--- src/rtl/mie_pkg.sv ---
// macro instruction expander package: opcodes, function codes, error codes,
// opcode table, word builder and the expansion record type
// no dependencies
package mie_pkg;

	localparam int MaxWords = 5;

	localparam logic [15:0] OP_LD  = 16'h4000;
	localparam logic [15:0] OP_ST  = 16'h5000;
	localparam logic [15:0] OP_JMP = 16'h6000;
	localparam logic [15:0] OP_JMC = 16'h7000;
	localparam logic [15:0] OP_JAL = 16'h8400;
	localparam logic [15:0] OP_PSH = 16'h8c00;
	localparam logic [15:0] OP_POP = 16'h9200;

	localparam logic [15:0] BASE_NONE = 16'h0000;
	localparam logic [15:0] BASE_B    = 16'h0400;
	localparam logic [15:0] BASE_PC   = 16'h0800;

	localparam logic [7:0] REG_A  = 8'h00;
	localparam logic [7:0] REG_BL = 8'h01;
	localparam logic [7:0] REG_BH = 8'h02;

	localparam logic [2:0] ERR_NONE      = 3'd0;
	localparam logic [2:0] ERR_NEED_CONST = 3'd1;
	localparam logic [2:0] ERR_NEED_ADDR = 3'd2;
	localparam logic [2:0] ERR_REL_REG   = 3'd3;
	localparam logic [2:0] ERR_BELOW     = 3'd4;
	localparam logic [2:0] ERR_ABOVE     = 3'd5;
	localparam logic [2:0] ERR_NEED_REF  = 3'd6;

	typedef enum logic [3:0] {
		FN_PLAIN = 4'd0,
		FN_LDB   = 4'd1,
		FN_J     = 4'd2,
		FN_JC    = 4'd3,
		FN_SJ    = 4'd4,
		FN_SJC   = 4'd5,
		FN_LLD   = 4'd6,
		FN_LDH   = 4'd7,
		FN_SLD   = 4'd8,
		FN_SST   = 4'd9,
		FN_CALL  = 4'd10,
		FN_PSHB  = 4'd11,
		FN_POPB  = 4'd12,
		FN_PSHM  = 4'd13,
		FN_POPM  = 4'd14,
		FN_RET   = 4'd15
	} func_t;

	typedef struct packed {
		logic [MaxWords-1:0][15:0] words;
		logic [2:0]                n;
		logic                      warn;
		logic [2:0]                err;
	} exp_t;

	function automatic logic [15:0] op_table(input logic [4:0] idx);
		logic [15:0] r;
		unique case (idx)
			5'd0:  r = 16'h4000;
			5'd1:  r = 16'h5000;
			5'd2:  r = 16'h6000;
			5'd3:  r = 16'h7000;
			5'd4:  r = 16'h8400;
			5'd5:  r = 16'h8800;
			5'd6:  r = 16'h8c00;
			5'd7:  r = 16'h9200;
			5'd8:  r = 16'h9400;
			5'd9:  r = 16'ha000;
			5'd10: r = 16'ha400;
			5'd11: r = 16'hac00;
			5'd12: r = 16'hc000;
			5'd13: r = 16'hc400;
			5'd14: r = 16'hc800;
			5'd15: r = 16'hcc00;
			5'd16: r = 16'hd000;
			5'd17: r = 16'hd400;
			5'd18: r = 16'hd800;
			5'd19: r = 16'hdc00;
			5'd20: r = 16'he000;
			5'd21: r = 16'he400;
			5'd22: r = 16'he800;
			5'd23: r = 16'hec00;
			5'd24: r = 16'hf000;
			5'd25: r = 16'hf400;
			5'd26: r = 16'hf800;
			5'd27: r = 16'hfc00;
			default: r = 16'h0000;
		endcase
		return r;
	endfunction

	function automatic logic [15:0] mk_word(input logic ref_b, input logic reg_b,
			input logic [15:0] opc, input logic [15:0] base, input logic [7:0] arg);
		return {6'd0, ref_b, reg_b, 8'd0} | opc | base | {8'd0, arg};
	endfunction

endpackage

--- src/rtl/mie_item_if.sv ---
// input item channel of the macro instruction expander
// depends on nothing
interface mie_item_if;
	logic        valid;
	logic        ready;
	logic [3:0]  func;
	logic [4:0]  op_index;
	logic        is_ref;
	logic        is_reg;
	logic [1:0]  base_sel;
	logic [15:0] operand;
	logic [15:0] item_addr;

	modport source(output valid, func, op_index, is_ref, is_reg, base_sel, operand,
		item_addr, input ready);
	modport sink(input valid, func, op_index, is_ref, is_reg, base_sel, operand,
		item_addr, output ready);
endinterface

--- src/rtl/mie_result_if.sv ---
// result word channel of the macro instruction expander
// depends on nothing
interface mie_result_if;
	logic        valid;
	logic        ready;
	logic [15:0] word;
	logic        last;
	logic        near_warning;
	logic [2:0]  error_code;

	modport source(output valid, word, last, near_warning, error_code, input ready);
	modport sink(input valid, word, last, near_warning, error_code, output ready);
endinterface

--- src/rtl/mie_expand.sv ---
// expansion logic: builds the full word list, count, warning and error of one item
// depends on mie_pkg
module mie_expand
	import mie_pkg::*;
(
	input  logic [3:0]  func,
	input  logic [4:0]  op_index,
	input  logic        is_ref,
	input  logic        is_reg,
	input  logic [1:0]  base_sel,
	input  logic [15:0] operand,
	input  logic [15:0] item_addr,
	output exp_t        exp
);

	logic signed [17:0] disp;
	logic               near;
	logic               below;
	logic               above;
	logic [15:0]        base;
	logic [15:0]        relop;
	func_t              fn;

	assign fn    = func_t'(func);
	assign disp  = $signed({2'b00, operand}) + 18'sd128 - $signed({2'b00, item_addr});
	assign below = disp[17];
	assign above = !disp[17] && (|disp[16:8]);
	assign near  = !below && !above;
	assign base  = {4'd0, base_sel, 10'd0};

	always_comb begin
		exp   = '0;
		relop = OP_JMP;
		unique case (fn) inside
			FN_PLAIN: begin
				exp.words[0] = mk_word(is_ref, is_reg, op_table(op_index), base, operand[7:0]);
				exp.n        = 3'd1;
			end
			FN_LDB, FN_J, FN_JC, FN_CALL, FN_LLD: begin
				exp.words[0] = mk_word(1'b0, 1'b0, OP_LD, BASE_NONE, operand[7:0]);
				exp.words[1] = mk_word(1'b0, 1'b1, OP_ST, BASE_NONE, REG_BL);
				exp.words[2] = mk_word(1'b0, 1'b0, OP_LD, BASE_NONE, operand[15:8]);
				exp.words[3] = mk_word(1'b0, 1'b1, OP_ST, BASE_NONE, REG_BH);
				exp.n        = 3'd5;
				if (fn == FN_LLD) begin
					if (!is_ref || is_reg)
						exp.err = ERR_NEED_ADDR;
				end else if (is_ref || is_reg) begin
					exp.err = ERR_NEED_CONST;
				end
				exp.warn = near && (fn == FN_J || fn == FN_JC || fn == FN_LLD);
				unique case (fn) inside
					FN_J:    exp.words[4] = mk_word(1'b0, 1'b0, OP_JMP, BASE_B, 8'd0);
					FN_JC:   exp.words[4] = mk_word(1'b0, 1'b0, OP_JMC, BASE_B, 8'd0);
					FN_CALL: exp.words[4] = mk_word(1'b0, 1'b0, OP_JAL, BASE_B, 8'd0);
					FN_LLD:  exp.words[4] = mk_word(1'b1, 1'b0, OP_LD, BASE_B, 8'd0);
					default: exp.n        = 3'd4;
				endcase
			end
			FN_SJ, FN_SJC, FN_SLD, FN_SST: begin
				unique case (fn) inside
					FN_SJC:  relop = OP_JMC;
					FN_SLD:  relop = OP_LD;
					FN_SST:  relop = OP_ST;
					default: relop = OP_JMP;
				endcase
				if (is_reg)
					exp.err = ERR_REL_REG;
				else if (below)
					exp.err = ERR_BELOW;
				else if (above)
					exp.err = ERR_ABOVE;
				exp.words[0] = mk_word(is_ref, 1'b0, relop, BASE_PC, disp[7:0]);
				exp.n        = 3'd1;
			end
			FN_LDH: begin
				if ((|base_sel) || is_ref || is_reg)
					exp.err = ERR_NEED_CONST;
				exp.words[0] = mk_word(1'b0, 1'b0, OP_LD, BASE_NONE, operand[15:8]);
				exp.n        = 3'd1;
			end
			FN_PSHB: begin
				exp.words[0] = mk_word(1'b0, 1'b1, OP_PSH, BASE_NONE, REG_BL);
				exp.words[1] = mk_word(1'b0, 1'b1, OP_PSH, BASE_NONE, REG_BH);
				exp.n        = 3'd2;
			end
			FN_POPB, FN_RET: begin
				exp.words[0] = mk_word(1'b0, 1'b0, OP_POP, BASE_NONE, REG_BH);
				exp.words[1] = mk_word(1'b0, 1'b0, OP_POP, BASE_NONE, REG_BL);
				exp.words[2] = mk_word(1'b0, 1'b0, OP_JMP, BASE_B, 8'd0);
				exp.n        = (fn == FN_RET) ? 3'd3 : 3'd2;
			end
			FN_PSHM: begin
				if (!is_ref)
					exp.err = ERR_NEED_REF;
				exp.words[0] = mk_word(is_ref, is_reg, OP_LD, base, operand[7:0]);
				exp.words[1] = mk_word(1'b0, 1'b1, OP_PSH, BASE_NONE, REG_A);
				exp.n        = 3'd2;
			end
			default: begin
				if (!is_ref)
					exp.err = ERR_NEED_REF;
				exp.words[0] = mk_word(1'b0, 1'b1, OP_POP, BASE_NONE, REG_A);
				exp.words[1] = mk_word(is_ref, is_reg, OP_ST, base, operand[7:0]);
				exp.n        = 3'd2;
			end
		endcase
	end

endmodule

--- src/rtl/mie_serializer.sv ---
// result register: holds the expanded words of one item and shifts them out
// one transfer at a time; depends on mie_pkg and mie_result_if
module mie_serializer
	import mie_pkg::*;
(
	input  logic              clk,
	input  logic              arst_n,
	input  logic              exp_valid,
	input  exp_t              exp,
	output logic              load,
	mie_result_if.source      result
);

	logic [MaxWords-1:0][15:0] words_q;
	logic [2:0]                rem_q;
	logic                      valid_q;
	logic                      warn_q;
	logic [2:0]                err_q;
	logic                      xfer;
	logic                      last;

	assign last = (rem_q == 3'd1);
	assign xfer = valid_q && result.ready;
	assign load = exp_valid && (!valid_q || (xfer && last));

	always_ff @(posedge clk or negedge arst_n) begin
		if (!arst_n) begin
			valid_q <= 1'b0;
			rem_q   <= 3'd0;
		end else if (load) begin
			valid_q <= 1'b1;
			rem_q   <= exp.n;
		end else if (xfer) begin
			valid_q <= !last;
			rem_q   <= rem_q - 3'd1;
		end
	end

	always_ff @(posedge clk) begin
		if (load) begin
			words_q <= exp.words;
			warn_q  <= exp.warn;
			err_q   <= exp.err;
		end else if (xfer) begin
			words_q <= {16'd0, words_q[MaxWords-1:1]};
		end
	end

	assign result.valid        = valid_q;
	assign result.word         = words_q[0];
	assign result.last         = last;
	assign result.near_warning = warn_q;
	assign result.error_code   = err_q;

	a_rem_nonzero: assert property (@(posedge clk) disable iff (!arst_n)
		valid_q |-> (rem_q != 3'd0 && rem_q <= 3'(MaxWords)))
		else $error("word count out of range while holding an item");

	a_load_count: assert property (@(posedge clk) disable iff (!arst_n)
		load |=> (valid_q && rem_q == $past(exp.n)))
		else $error("loaded count differs from expansion");

	a_item_flags: assert property (@(posedge clk) disable iff (!arst_n)
		(xfer && !last) |=> (valid_q && warn_q == $past(warn_q) && err_q == $past(err_q)))
		else $error("flags changed inside one item");

	a_no_early_drop: assert property (@(posedge clk) disable iff (!arst_n)
		(valid_q && !xfer) |=> (valid_q && rem_q == $past(rem_q)))
		else $error("item dropped without transfer");

endmodule

--- src/rtl/macro_instruction_expander_top.sv ---
// Macro instruction expander. Each accepted item is caught in an input register,
// expanded combinationally into one to five 16-bit words, and loaded into a result
// register that sends one word per result transfer, the last one marked. An item
// of n words therefore occupies the result channel for n transfers (1 to 5); the
// result register is the rate limit. The first word goes through the input register
// and then the result register, which loads it once free; the next item is taken
// while the current one drains, so single-word items flow at one per cycle while
// the result channel is ready. Warning and error code are the same on every word of
// one item. Depends on mie_pkg, mie_item_if, mie_result_if, mie_expand and mie_serializer.
module macro_instruction_expander_top
	import mie_pkg::*;
(
	input  logic         clk,
	input  logic         arst_n,
	mie_item_if.sink     item,
	mie_result_if.source result
);

	logic        valid_s1;
	logic [3:0]  func_s1;
	logic [4:0]  op_index_s1;
	logic        is_ref_s1;
	logic        is_reg_s1;
	logic [1:0]  base_sel_s1;
	logic [15:0] operand_s1;
	logic [15:0] item_addr_s1;
	logic        load;
	logic        take;
	exp_t        exp;

	assign item.ready = !valid_s1 || load;
	assign take       = item.valid && item.ready;

	always_ff @(posedge clk or negedge arst_n) begin
		if (!arst_n) begin
			valid_s1 <= 1'b0;
		end else if (take) begin
			valid_s1 <= 1'b1;
		end else if (load) begin
			valid_s1 <= 1'b0;
		end
	end

	always_ff @(posedge clk) begin
		if (take) begin
			func_s1      <= item.func;
			op_index_s1  <= item.op_index;
			is_ref_s1    <= item.is_ref;
			is_reg_s1    <= item.is_reg;
			base_sel_s1  <= item.base_sel;
			operand_s1   <= item.operand;
			item_addr_s1 <= item.item_addr;
		end
	end

	mie_expand u_expand (
		.func      (func_s1),
		.op_index  (op_index_s1),
		.is_ref    (is_ref_s1),
		.is_reg    (is_reg_s1),
		.base_sel  (base_sel_s1),
		.operand   (operand_s1),
		.item_addr (item_addr_s1),
		.exp       (exp)
	);

	mie_serializer u_serializer (
		.clk       (clk),
		.arst_n    (arst_n),
		.exp_valid (valid_s1),
		.exp       (exp),
		.load      (load),
		.result    (result)
	);

endmodule
--- src/flat_wrapper.sv ---
// flat-port wrapper written by rule: the top's interface ports become plain ports
module macro_instruction_expander_top_flat import mie_pkg::*;
  (clk, arst_n, item_valid, item_func, item_op_index, item_is_ref, item_is_reg, item_base_sel, item_operand, item_item_addr, item_ready, result_valid, result_word, result_last, result_near_warning, result_error_code, result_ready);
  mie_item_if item_i ();
  mie_result_if result_i ();
  input  logic clk;
  input  logic arst_n;
  input wire logic [$bits(item_i.valid)-1:0] item_valid;
  input wire logic [$bits(item_i.func)-1:0] item_func;
  input wire logic [$bits(item_i.op_index)-1:0] item_op_index;
  input wire logic [$bits(item_i.is_ref)-1:0] item_is_ref;
  input wire logic [$bits(item_i.is_reg)-1:0] item_is_reg;
  input wire logic [$bits(item_i.base_sel)-1:0] item_base_sel;
  input wire logic [$bits(item_i.operand)-1:0] item_operand;
  input wire logic [$bits(item_i.item_addr)-1:0] item_item_addr;
  output wire logic [$bits(item_i.ready)-1:0] item_ready;
  output wire logic [$bits(result_i.valid)-1:0] result_valid;
  output wire logic [$bits(result_i.word)-1:0] result_word;
  output wire logic [$bits(result_i.last)-1:0] result_last;
  output wire logic [$bits(result_i.near_warning)-1:0] result_near_warning;
  output wire logic [$bits(result_i.error_code)-1:0] result_error_code;
  input wire logic [$bits(result_i.ready)-1:0] result_ready;
  assign item_i.valid = item_valid;
  assign item_i.func = item_func;
  assign item_i.op_index = item_op_index;
  assign item_i.is_ref = item_is_ref;
  assign item_i.is_reg = item_is_reg;
  assign item_i.base_sel = item_base_sel;
  assign item_i.operand = item_operand;
  assign item_i.item_addr = item_item_addr;
  assign item_ready = item_i.ready;
  assign result_valid = result_i.valid;
  assign result_word = result_i.word;
  assign result_last = result_i.last;
  assign result_near_warning = result_i.near_warning;
  assign result_error_code = result_i.error_code;
  assign result_i.ready = result_ready;
  macro_instruction_expander_top u_core (.clk(clk), .arst_n(arst_n), .item(item_i), .result(result_i));
endmodule
--- config.mk ---
export PLATFORM = sky130hd
export DESIGN_NAME = macro_instruction_expander_top_flat
export DESIGN_NICKNAME = d
export VERILOG_FILES = /design/src/rtl/mie_pkg.sv /design/src/rtl/mie_item_if.sv /design/src/rtl/mie_result_if.sv /design/src/rtl/mie_expand.sv /design/src/rtl/mie_serializer.sv /design/src/rtl/macro_instruction_expander_top.sv /design/src/flat_wrapper.sv
export SDC_FILE = /design/constraint.sdc
export NUM_CORES = 1
export LEC_CHECK = 0
export BUFFER_PORTS_ARGS = -buffer_cell sky130_fd_sc_hd__buf_4
export CELL_PAD_IN_SITES_DETAIL_PLACEMENT = 1
export CELL_PAD_IN_SITES_GLOBAL_PLACEMENT = 2
export CORE_MARGIN = 5
export CORE_UTILIZATION = 30
export CTS_BUF_LIST = sky130_fd_sc_hd__clkbuf_4 sky130_fd_sc_hd__clkbuf_8
export DETAILED_ROUTE_END_ITERATION = 8
export HOLD_SLACK_MARGIN = 0.05
export PLACE_DENSITY_LB_ADDON = 0.12
export SYNTH_ARGS = -nofsm -noshare
export SYNTH_HDL_FRONTEND = slang
export SYNTH_SLANG_ARGS = --single-unit
export TNS_END_PERCENT = 1
--- constraint.sdc ---
create_clock -name clk -period 4.11 [get_ports clk]
set_input_delay 0.411 -clock clk [delete_from_list [all_inputs] [get_ports clk]]
set_output_delay 0.411 -clock clk [all_outputs]
set_load 0.05 [all_outputs]
==> results summary, run 1 <==
The flow ran to the end, and the final reports show no timing, DRC or antenna violations. STA puts the critical path data required time at 4.32 ns. Post-CTS timing repair inserted 0 buffers for setup.

The relative area change from synthesis to final layout is 16.96%. The initial antenna violation count came out at 0. The clock period minus worst slack came out at 3.329 ns. Synthesis produced a netlist with a net count of 658. The worst register-to-register path begins at u_core.operand_s1[9]$_DFFE_PP_. The total count of hold-check failures in the final report is 0. Summed over all layers, the global routing overflow is 0. The buffer type at the clock tree root is clkbuf_8.

The highest cell delay on the worst timing path is 0.49 ns. The violation count after the first detailed-route iteration came out at 278. Before CTS, the worst setup slack after placement is 0.7872 ns. Yosys attributes the largest share of cell area to edfxtp_1 52%, ha_1 5.2%, nand2_1 3.9%, o21ai_0 3.7%, a21oi_1 2.9%. In this run the static leakage power is 0.002866 µW. Along the worst path, the maximum fanout reaches 7. The floorplan step defined a die boundary enclosing 0.02399 mm². The number of fill cells in the layout came out at 2346. The number of different library cells used by synthesis comes to 62.

Combinational logic is responsible for 36.6% of the overall power. The number of nets with antenna violations after detailed routing is 0. The average size of a mapped cell is 10.82 µm².

TritonCTS built the clock tree. The worst hold path begins at item_operand[14]. The clock tree synthesis step divided the H-tree into 4 levels.

The clock-pin transition on the worst setup and hold timing paths is 0.08 ns. The top-level I/O count is 72. The switching power total is 1737 µW.

Sequential cells were found to cover 56.18% of the synthesized design area. Measured against its own limit, the worst slew margin works out to 25.83%. The type of the worst min-delay path is in -> reg.

The number of buffers added by the clock tree synthesis step came out at 17. The switching share of power is 38.90%. Routability-driven placement finished with a final weighted congestion of 0.7919. The maximum clock frequency is 300.4 MHz. The power share of the clock group came out at 22.7%. The internal power is 2728 µW.

The first-pass GRT wire length came out at 27220 µm. The number of global-route vias before repair was 4700. The per-cell routed wire length is 18.42 µm.

The most critical setup path has its startpoint at u_core.operand_s1[9]$_DFFE_PP_. In the routed design, unresolved DRC markers number 0. Adding up every negative setup slack in the final design gives 0 ns. The critical path is of the reg -> reg type. The post-synthesis sequential element count is 121. The number of synthesis warnings came out at 0. The largest total area in the synthesized netlist belongs to edfxtp_1. The initial standard-cell utilization of the core came out at 30.25%. The endpoint arrival time on the critical path is 3.53 ns. The ratio of total power to cell area came out at 606.1 mW/mm². The maximum number of pins on one net before global-route repair is 67. The family with the most delay on the worst path is simple AND/OR/NAND/NOR gates. The transition time of the tightest slew-check pin came out at 1.082 ns.

The part of the power in registers came out at 40.7%. In the synthesized netlist the dominant register cell turns out to be edfxtp_1. At the end of the flow, the number of nets in the layout was 714.

In this run the cell area of the synthesized design comes to 0.006299 mm². The clock passes through at most 2 buffers. The signal on the critical path passes through and3_1, and3_1, nand3_1, xnor2_1, ha_1, o2111ai_1, a21boi_1, a2bb2oi_1, xnor2_1, nand3_1, or4_4, a31o_1. The kind of end point of the critical path is a flop. The first-pass detailed-route iteration total came out at 4.

The worst setup path is launched from a flop. The synthesized netlist cell count came out at 582. The setup slack after layout is 0.7811 ns. Counting flops with a built-in enable in the synthesized netlist gives 109. The detailed-placement wirelength estimate is 12430 µm. The clock drives 121 sinks. The setup skew after layout came out at 0.008559 ns. Setup repair after global routing left no endpoint under its margin. The critical path contains buffers and inverters numbering 0 combined. The share of post-route cells with drive strength above 1 came out at 18.59%. The clock latency on the worst-skew pair is 0.45 ns.

The horizontal die dimension came out at 154.9 µm. The number of max-slew violations in the final report is 0. The number of I/O port buffers came out at 71. The global-route total usage across every layer came out at 14.51%.

VDD sags by at most 0.2021 mV. The overall routed net length is 17060 µm. Setup violations remaining at the end of the flow were counted as 0.

The area of the core region is 0.02082 mm². The number of cell rows is 53. The fraction of the cycle the final worst path needs is 81.00%. The proportion of register bits with asynchronous set or reset after synthesis came out at 4.132%. The area share of the largest cell type after synthesis is 51.97%.

The total number of vias is 4559. The via density per instance came out at 4.923. The vertical die dimension came out at 154.9 µm. The antenna diode count came out at 0.

The reported max-cap violation count came out at 0. The cell with the largest stage delay on the worst path is edfxtp_1.
==> Yosys cell counts, types with 3 or more instances <==
master,number
a21o_1,3
a21oi_1,36
a222oi_1,6
a31oi_1,11
and2_1,19
and3_1,8
buf_4,18
clkbuf_1,19
dfrtp_1,5
dfxtp_1,7
edfxtp_1,109
ha_1,26
inv_1,31
mux2_2,3
mux2i_1,4
nand2_1,66
nand2b_1,8
nand3_1,20
nand4_1,3
nor2_1,36
nor2b_1,7
nor3_1,8
o2111ai_1,3
o211ai_1,3
o21a_1,8
o21ai_0,46
o21ai_1,3
o22ai_1,4
xnor2_1,17
xor2_1,4
==> layer usage <==
metal	GRT usage [%]	part of all wire (%)	up-vias
li1	-	-	2219
met1	21.58	51	2245
met2	21.60	45	79
met3	3.060	3.6	16
met4	3.532	1.2	0
met5	0	0	-
==> cell type report <==
cell class | count | area, µm² | area share (%)
repair buffers | 78 | 588.1 | 7.982
inverters | 32 | 120.1 | 1.630
flip-flops and latches | 121 | 3538 | 48.03
multi-input cells | 388 | 2414 | 32.76
clock inverters | 15 | 128.9 | 1.749
clock buffers | 17 | 234.0 | 3.176
well taps | 275 | 344.1 | 4.671
==> worst register-to-register path, delay by kind of cell, from the launching register on <==
kind	cells	cell delay, ns
AOI/OAI and AO/OA	4	0.75
xor gates and xnor gates	2	0.31
adders and majority gates	1	0.43
DFF	1	0.49
and+or+nand+nor	5	1.11
==> placed cells by master, fill, tap and decap left out, types with 18 or more instances in the layout <==
cell type / count
nand3_1: 20
o21ai_0: 46
inv_1: 31
edfxtp_1: 109
ha_1: 26
nand2_1: 65
nor2_1: 36
buf_4: 77
a21oi_1: 36
and2_1: 18
==> flip-flops by register name, indices dropped and copies added (netlist names), named ones only <==
signal                                   cells
u_core.u_serializer.words_q                 44
u_core.item_addr_s1                         16
u_core.operand_s1                           16
u_core.u_serializer.result.word             16
u_core.op_index_s1                           5
u_core.func_s1                               4
u_core.u_serializer.rem_q                    3
u_core.u_serializer.result.error_code        3
u_core.base_sel_s1                           2
u_core.is_ref_s1                             1
u_core.is_reg_s1                             1
u_core.u_serializer.result.near_warning      1
u_core.u_serializer.result.valid             1
u_core.valid_s1                              1
==> final timing paths <==
check | cells after the start | to | slack, ns
max | 12 | u_core.u_serializer.result.error_code[2]$_DFFE_PP_ | 0.78
min | 1 | u_core.operand_s1[14]$_DFFE_PP_ | 0.14
max reg2reg | 12 | u_core.u_serializer.result.error_code[2]$_DFFE_PP_ | 0.78
min reg2reg | 2 | u_core.u_serializer.words_q[19]$_DFFE_PP_ | 0.52
max in group asynchronous | 2 | u_core.u_serializer.rem_q[2]$_DFFE_PN0P_ | 3.70
min in group asynchronous | 2 | u_core.valid_s1$_DFFE_PN0P_ | 0.30
==> power by group through the flow <==
stage                     sequential [µW]  clock [µW]  combinational (µW)
after detailed placement             1850           0                1660
after global placement               1840           0                1650
after CTS                            1820        1060                1670
final                                1820        1010                1630
after global routing                 1850        1110                1820
after floorplan                      1810           0                1230
==> stage by stage <==
step	hold WS, ns	total power [µW]	instances	util [%]	instance area, µm²
global route	0.1066	4777	926	35.38	7367
detailed placement	0.2197	3507	893	33.59	6994
floorplan	0.1154	3041	582	-	6299
global placement	0.2172	3496	893	33.59	6994
finish	0.1359	4465	926	35.38	7367
CTS	0.1038	4544	926	35.38	7367
==> cell families (layout without fill, tap and decap cells) <==
family / Yosys count / after routing / synth area share, %
simple gates: 185 / 185 / 14.01
xor+xnor: 21 / 21 / 2.920
buf+inv: 73 / 142 / 5.562
compound gates: 148 / 148 / 14.68
flops: 121 / 121 / 56.18
fa+ha+maj: 27 / 27 / 5.483
mux: 7 / 7 / 1.172
==> timing repair <==
action,in CTS,in global routing
hold buffers,1,0
gates resized for setup,0,0
endpoints found under the hold margin,5,0
Note: power is estimated with default switching activity, not from simulation.
==> inputs of run 2 (changes only) <==
==> constraint.sdc (replaced) <==
create_clock -name clk -period 3.25 [get_ports clk]
set_input_delay 0.325 -clock clk [delete_from_list [all_inputs] [get_ports clk]]
set_output_delay 0.325 -clock clk [all_outputs]
set_load 0.05 [all_outputs]
==> run 2 against run 1 <==
Hold slack improved by 0.081 ns. Final cell count rose by 8.0%. Die area stayed put. Clock skew rose by 0.0081 ns. Critical path depth down 1. Power up 35%. Global-route usage up 0.62 points. Count of clock-buffer cells in the layout did not move. Utilization rose by 4.2 points.
==> results summary, run 2 (synthesized netlist as in run 1, its figures left out) <==
The run finished with clean final reports. The worst setup path startpoint is u_core.operand_s1[9]$_DFFE_PP_. The tool flagged a number of max-cap violations equal to 0. The transition time of the tightest slew-check pin came out at 1.028 ns. The residual overflow from global routing is 0. Input and output buffers added on the ports amount to 71.

The number of clock sinks came out at 121. The first-pass detailed-route iteration total came out at 4. Subtracting the final worst setup slack from the clock period gives 3.142 ns. The setup total negative slack is 0 ns. No sink is reached through more buffers than the 2 on the longest clock path.

The library cell used most frequently in the layout, excluding fill and tap cells, is edfxtp_1. The number of buffer and inverter stages on the critical path came out at 0. The antenna diode count is 0. Routability-driven placement finished with a final weighted congestion of 0.7925. The kind of end point of the critical path is a flop. In the layout the commonest cells are 109 x edfxtp_1, 105 x buf_4, 65 x nand2_1, 47 x dlygate4sd3_1, 45 x o21ai_0. u_core.u_serializer.words_q holds more flip-flops than any other register.

After detailed routing, the average wire length per cell comes to 17.80 µm. The type of the worst min-delay path is in -> async. The overall routed net length came out at 17800 µm. The top-level I/O count is 72. Relative to the synthesized area, the layout overhead comes to 30.79%. Clock tree synthesis inserted a total of 17 buffers.

The number of setup violations in the final report came out at 0. In this run the critical register-to-register path is launched from u_core.operand_s1[9]$_DFFE_PP_. The number of global-route vias before repair is 4992. The via density per instance came out at 4.813.

The total routed wire length on the met1 layer came out at 8980 µm. The highest layer touched by signal routing is met4. Traced cell by cell, the critical path runs through and3_4, and3_1, nand3_1, xnor2_2, ha_2, or2b_1, o22ai_1, nor2_1, nand4_1, or4_4, a31o_1. In this run the horizontal extent of the chip is 154.9 µm. The layout net count came out at 788. The first-pass GRT wire length is 28100 µm. The CTS tree is done. The met3 wirelength from detailed routing is 576 µm. Global routing used 15.13% of the available tracks across all layers.

The initial antenna violation count came to 0. The HPWL after detailed placement is 12730 µm. The maximum ir drop on the vdd rail came out at 0.2476 mV.

The total count of hold-check failures in the final report was 0. The flip-flop count of the largest register after layout came out at 44. The maximum number of pins on one net before global-route repair is 47. The number of max-slew violations in the final report came out at 0. The clock latency on the worst-skew pair is 0.45 ns.

The total power of the final layout came out at 6034 µW. The number of levels in the clock H-tree is 4. The violation count after the first detailed-route iteration came out at 265. The area of the core region came out at 0.02082 mm². The family with the most delay on the worst path is simple AND/OR/NAND/NOR gates. The critical path is of the reg -> reg type. The die outline area came out at 0.02399 mm². For this design, the slowest cell found on the critical path is or4_4.

The setup skew after layout came out at 0.01669 ns. At the end of the flow the core is filled with cells to 39.56%. The number of cell rows is 53. Timing would allow up to 318.3 MHz.

In this run the static leakage power is 0.003247 µW. The highest cell delay on the worst timing path is 0.58 ns. The tree is rooted in a clkbuf_8. STA classifies the critical path startpoint as a flop. In the routed design, unresolved DRC markers number 0. Dividing total power by cell area gives a power density of 732.4 mW/mm². The fraction of the cycle the final worst path needs came out at 96.67%. The total number of vias came out at 4813. The share of post-route cells with drive strength above 1 is 23.86%.

The initial standard-cell utilization of the core is 30.25%. The endpoint required time on the critical path is 3.45 ns. The detailed route wirelength on metal2 is 8070 µm. The worst relative slew slack came out at 31.48%.

The clock-pin transition on the worst setup and hold timing paths is 0.08 ns. In this run the remaining antenna-violating nets after routing total 0. The endpoint arrival time on the critical path came out at 3.34 ns. Along the worst path, the maximum fanout reaches 6. The die is 154.9 µm tall.
run 2: where the power goes:
| group | switching [µW] | leakage [µW] | internal [µW] | total [µW] |
|---|---|---|---|---|
| sequential | 172 | 0.00117 | 2120 | 2300 |
| clock | 696 | 0.000194 | 696 | 1390 |
| combinational | 1440 | 0.00188 | 902 | 2350 |
| total | 2310 | 0.00325 | 3720 | 6030 |
run 2: path summary, 6_finish.rpt:
path,end,slack [ns],cells past startpoint
worst max register to register,u_core.u_serializer.result.error_code[2]$_DFFE_PP_,0.11,11
max in group asynchronous,u_core.u_serializer.rem_q[1]$_DFFE_PN0P_,2.91,2
worst min-delay path,u_core.u_serializer.result.valid$_DFFE_PN0P_,0.22,2
worst max-delay path,u_core.u_serializer.result.error_code[2]$_DFFE_PP_,0.11,11
worst min register to register,u_core.u_serializer.words_q[58]$_SDFFCE_PP0P_,0.52,1
min in group clk,u_core.u_serializer.result.valid$_DFFE_PN0P_,0.26,4
run 2: cell type report:
cell class	instances	area [µm²]
inverters	32	120.1
repair buffers	152	1259
fillers	2263	12580
well taps	275	344.1
flip-flops and latches	121	3538
multi-input cells	388	2576
clock buffers	17	234.0
clock inverters	15	166.4
run 2: per-layer routing:
metal	track usage, %	up-vias
li1	-	2366
met1	21.72	2357
met2	23.13	81
met3	3.338	9
met4	4.121	0
met5	0	-
run 2: timing repair:
item                                   CTS  global route
setup buffers                            0             8
pin swaps                                0             9
hold buffers                            47             0
setup endpoints to repair                2             3
endpoints found under the hold margin   51             0
gates resized for setup                  2            28
run 2: through the flow:
step	hold WS [ns]	cell area, µm²	instances	worst slack, ns
4_1_cts	0.1750	8026	992	0.0002720
3_3_place_gp	0.1306	7144	913	0.1127
6_report	0.2169	8238	1000	0.1083
2_1_floorplan	0.02941	6299	582	0.1485
5_1_grt	0.1852	8238	1000	-0.03817
3_5_place_dp	0.1321	7144	913	-0.03103
